$ cat src/rtl/core/sit_pkg.sv
// Package for the segment intersection test unit.
// Holds the coordinate width, the derived arithmetic types and the sign struct.
// No dependencies; every other file but sit_out_if imports it.
package sit_pkg;

    localparam int COORD_WIDTH = 16;
    localparam int DIFF_WIDTH  = COORD_WIDTH + 1;
    localparam int PROD_WIDTH  = 2 * DIFF_WIDTH;

    typedef logic signed [COORD_WIDTH-1:0] coord_t;
    typedef logic signed [DIFF_WIDTH-1:0]  diff_t;
    typedef logic signed [PROD_WIDTH-1:0]  prod_t;

    // Sign of one oriented area: both flags low means the area is zero.
    typedef struct packed {
        logic pos;
        logic neg;
    } sign_t;

    // Exact difference b - a, one bit wider than a coordinate.
    function automatic diff_t coord_diff(input coord_t a, input coord_t b);
        return diff_t'(b) - diff_t'(a);
    endfunction

endpackage

$ cat src/rtl/core/sit_area.sv
// One oriented area unit: registers the two cross-product terms and
// compares them to give the sign of the area. Depends on sit_pkg.
module sit_area
    import sit_pkg::*;
(
    input  logic  clk,
    input  logic  load,
    input  diff_t bx_ax,
    input  diff_t cy_ay,
    input  diff_t by_ay,
    input  diff_t cx_ax,
    output sign_t sign
);

    prod_t lhs_reg;
    prod_t rhs_reg;
    prod_t lhs_next;
    prod_t rhs_next;

    assign lhs_next = bx_ax * cy_ay;
    assign rhs_next = by_ay * cx_ax;

    always_ff @(posedge clk)
    begin
        if (load)
        begin
            lhs_reg <= lhs_next;
            rhs_reg <= rhs_next;
        end
    end

    assign sign.pos = lhs_reg > rhs_reg;
    assign sign.neg = lhs_reg < rhs_reg;

endmodule

$ cat config.mk
export PLATFORM = sky130hd
export DESIGN_NAME = sit_area
export DESIGN_NICKNAME = d
export VERILOG_FILES = /design/src/rtl/core/sit_pkg.sv /design/src/rtl/core/sit_area.sv
export SDC_FILE = /design/constraint.sdc
export NUM_CORES = 2
export LEC_CHECK = 0
export BUFFER_PORTS_ARGS = -buffer_cell sky130_fd_sc_hd__buf_2
export CAP_MARGIN = 20
export CORE_MARGIN = 5
export CORE_UTILIZATION = 40
export DETAILED_ROUTE_END_ITERATION = 16
export GPL_ROUTABILITY_DRIVEN = 1
export PLACE_DENSITY_LB_ADDON = 0.3
export REMOVE_ABC_BUFFERS = 1
export SKIP_LAST_GASP = 1
export SLEW_MARGIN = 15
export SYNTH_ARGS = -nofsm -noshare
export SYNTH_HDL_FRONTEND = slang
export SYNTH_SLANG_ARGS = --single-unit
$ cat constraint.sdc
create_clock -name clk -period 9.09 [get_ports clk]
set_input_delay 0.4545 -clock clk [delete_from_list [all_inputs] [get_ports clk]]
set_output_delay 0.4545 -clock clk [all_outputs]
set_load 0.01 [all_outputs]
### Yosys cells after proc, flatten, opt, wreduce, memory -nomap -nowiden

Index checks and enable logic that the tools add are counted.

| operators by class | value |
|---|---|
| magnitude comparators | 2 |
| multiply operators | 2 |

Operators by type and width:

| kind | count |
|---|---|
| $mul 17x17->34 | 2 |
| $gt 34x34->1 | 1 |
| $lt 34x34->1 | 1 |

| word-level totals | value |
|---|---|
| logic and storage cells | 6 |
| flip-flop bits (word level) | 68 |
| output and inout port bits | 2 |
| input bits | 70 |

### Logic depth before layout (Yosys ltp)

| logic depth | value |
|---|---|
| depth in word-level cells | 1 |
| mapped depth | 25 |
| gate-level depth less buffers | 23 |

### Worst setup path after synthesis

Ideal clock, no wire load.

| timing | value |
|---|---|
| path kind | input port to flip-flop |
| start point | input port cx_ax[8] |
| end point | register rhs_reg[33], data pin |
| library setup time | 0.174 ns |
| data required time | 8.916 ns |
| data arrival time | 5.971 ns |
| stages on the path | 24 |
| slack | 2.945 ns |
| path buffers | 2 |
| path through | clkbuf_1 > clkbuf_1 > nand2_1 > fa_1 > inv_1 > fa_1 > inv_1 > fa_1 > inv_1 > fa_1 > fa_1 > inv_1 > fa_1 > inv_1 > ha_1 > o21a_1 > o32ai_1 > nand3b_1 > a211o_1 > o21ai_1 > a21oi_1 > a21oi_1 > nor4_1 > a311oi_1 |

| between the ends | value |
|---|---|
| cells in the longest elaborated chain, start to end | 1 |

Ends and longest elaborated chain:

| what | RTL line | source |
|---|---|---|
| start, declared | sit_area.sv:11 | `input diff_t cx_ax,` |
| $mul 17x17->34 | sit_area.sv:21 | `assign rhs_next = by_ay * cx_ax;` |
| named net rhs_next[33] | sit_area.sv:18 | `prod_t rhs_next;` |
| end signal, assigned | sit_area.sv:28 | `rhs_reg <= rhs_next;` |
| end, declared | sit_area.sv:16 | `prod_t rhs_reg;` |

The timed path passes the listed nets, and every way through them passes these cells.
A chain may end at the register's enable or synchronous reset.

### Final worst setup path

| timing | value |
|---|---|
| start point | input port cy_ay[3] |
| end point | register lhs_reg[33], data pin |

| between the ends | value |
|---|---|
| cells in the longest elaborated chain, start to end | 1 |

Ends and longest elaborated chain:

| what | RTL line | source |
|---|---|---|
| start, declared | sit_area.sv:9 | `input diff_t cy_ay,` |
| $mul 17x17->34 | sit_area.sv:20 | `assign lhs_next = bx_ax * cy_ay;` |
| named net lhs_next[33] | sit_area.sv:17 | `prod_t lhs_next;` |
| end signal, assigned | sit_area.sv:27 | `lhs_reg <= lhs_next;` |
| end, declared | sit_area.sv:15 | `prod_t lhs_reg;` |

The timed path passes the listed nets, and every way through them passes these cells.

==> results_dict.tcl <==
set metrics [dict create \
    cts_root_buf "clkbuf_16" \
    cts.clk_slew.worst_paths_ns 0.06 \
    antenna_found_initial 0 \
    dp_cells 3331 \
    gp_congestion 0.860 \
    drt_wl_total_mm 53.1 \
    slowest_delay_ns 0.94 \
    finalSetupTns_ns 0 \
    finalCritPeriodShare_pct 69.8 \
    place.detailed.hpwl_mm 44.3 \
    viasPerCell 4.96 \
    worstMarginPinSlew_ns 0.866 \
    fin_crit_ns 6.34 \
    critPathKind "in2reg" \
    ys_seq_elements 68 \
    async_reset_ff_share_pct 0 \
    crit_path_start "cy_ay[3]" \
    maxCapViolations 0 \
    grt_max_degree 69 \
    yosysWarnings 0 \
    dieArea_um2 66300 \
    dr.pass1.iters 7 \
    slowest_stage "fa_1" \
    die_y_um 258 \
    num_rows 90 \
    core_um2 60600 \
    numCtsBuffers 9 \
    n_fill_cell 5972 \
    grt_overflow 0 \
    drtIter0Drc 820 \
    slew_headroom_pct 42.3 \
    synth_area_um2 24500 \
    syn_to_final_growth_pct 5.55 \
    hold_viol_final 0 \
    crit_buf_inv 4 \
    path_cells "buf_2 > nand2_1 > inv_1 > fa_1 > fa_1 > fa_1 > fa_1 > fa_1 > inv_1 > fa_1 > inv_1 > ha_1 > a2111oi_0 > a21oi_1 > a31oi_4 > o21ai_1 > a221o_1 > a21oi_2 > xnor2_1" \
    synth_cells 2552 \
    synth_edf_count 68 \
    vias 16600 \
    min_path_type "in2reg" \
    synth.distinct_cells 55 \
    crit_path_max_fanout 17 \
    worstHoldEndpoint "rhs_reg[0]" \
    cts_resized 0 \
    fmax_mhz 158 \
    yosysSeqAreaShare_pct 8.33 \
    startpoint_type "input port" \
    pin_count 72 \
    synthFlopType "edfxtp_1" \
    instances_no_fill 3347 \
    io_buffers 71 \
    cts_htree_levels 3 \
    post_cts_buffers 0 \
    rsz0062_at_grt "no" \
    initial_utilization_pct 40.5 \
    drive_above_1_share_pct 3.94 \
    antennaDiodeCount 0 \
    crit_path_end_kind "flop" \
    grt_pass1_vias 18900 \
    final_util_pct 42.7 \
    min_from "cx_ax[0]" \
    cts_sinks 68 \
    grt_use_total_pct 16.7 \
    drc 0 \
    path_common_cell "fa_1" \
    postRouteAntennaNets 0 \
    drv_slew 0 \
    die_w_um 258 \
    grt_pass1_wl_mm 91.3 \
    ctsHoldBuffers 0 \
    crit_required_ns 9.16 \
    cts_buffer_depth 2 \
    hold_path_depth 2 \
    setup_viol 0 \
    status "finished clean" \
    nets 3426 \
    arrival_ns 6.41 \
    wl_per_cell_um 15.9 \
    pre_cts_ws_ns 2.41 \
    avgSynthCellArea_um2 9.60 \
    crit_family "adder cells" \
    timing.final.ws_setup_ns 2.75 \
    cts_tree "built" \
]
logic make-up after synthesis:
group / synth area share [%]
fa+ha+maj: 58.8
buf+inv: 11.2
simple gates: 14.3
compound gates: 4.90
xor+xnor: 2.47
flops: 8.33
mux: 0.0408
how the worst max path moves through the flow:
stage | endpoint | slack (ns) | depth (start not counted)
CTS | lhs_reg[33] | 2.76 | 19
detailed placement | lhs_reg[33] | 2.41 | 19
finish | lhs_reg[33] | 2.75 | 19
global route | rhs_reg[33] | 2.36 | 23
global placement | lhs_reg[33] | 2.57 | 19
floorplan | lhs_reg[33] | 3.23 | 18
stage by stage:
| step | hold slack (ns) | instance area, µm² |
|---|---|---|
| after CTS | 0.715 | 25900 |
| after detailed placement | 1.07 | 25600 |
| final | 0.721 | 25900 |
| after global routing | 0.711 | 25900 |
| after floorplan | 0.567 | 24200 |
| after global placement | 1.07 | 25600 |
final cells by class:
| type | count | area, µm² | area share, % |
|---|---|---|---|
| Clock buffer | 9 | 225 | 0.870 |
| Clock inverter | 7 | 77.6 | 0.300 |
| Inverter | 653 | 2450 | 9.47 |
| Multi-Input combinational cell | 1756 | 19700 | 76.3 |
| Sequential cell | 68 | 2040 | 7.89 |
| Tap cell | 782 | 978 | 3.78 |
| Timing Repair Buffer | 72 | 363 | 1.40 |
routing by layer:
metal / track usage [%] / routed length (µm)
met3: 2.24 / 2070
met4: 5.16 / 1900
met1: 19.8 / 20100
met2: 31.5 / 29000
met5: 0 / 0
cell usage after synthesis (3+ instances only):
library cell | number | area, µm²
nand3_1 | 9 | 45.0
nor2_1 | 59 | 221
and3_1 | 5 | 31.3
xnor2_1 | 54 | 473
a211oi_1 | 6 | 45.0
nand4_1 | 9 | 56.3
a21o_1 | 27 | 203
o21ai_2 | 3 | 26.3
o21a_1 | 9 | 67.6
o211ai_1 | 4 | 30.0
a31oi_1 | 3 | 18.8
a21oi_2 | 3 | 26.3
nor4_1 | 3 | 18.8
a21oi_1 | 61 | 305
o21bai_1 | 3 | 22.5
fa_1 | 592 | 11900
and2_1 | 283 | 1770
ha_1 | 204 | 2550
nand2_1 | 299 | 1120
nor3_1 | 7 | 35.0
a31o_1 | 3 | 26.3
o21ai_1 | 16 | 80.1
edfxtp_1 | 68 | 2040
inv_1 | 653 | 2450
xor2_1 | 15 | 131
o21ai_0 | 23 | 115
clkbuf_1 | 74 | 278
nor2b_1 | 10 | 62.6
nand2b_1 | 15 | 93.8
cells in the final DEF (no fill, tap or decap), drive strengths merged, types with 10 or more instances in the layout:
| cell type | count |
|---|---|
| buf | 72 |
| ha | 204 |
| xnor2 | 54 |
| inv | 653 |
| nand2b | 15 |
| nor2b | 10 |
| and2 | 283 |
| a21o | 27 |
| nand2 | 299 |
| a21oi | 64 |
| edfxtp | 68 |
| nor2 | 59 |
| o21ai | 42 |
| xor2 | 15 |
| fa | 592 |
Power is not shown: default switching activity piles up to over one toggle a cycle in this logic, so the estimate is an artifact.
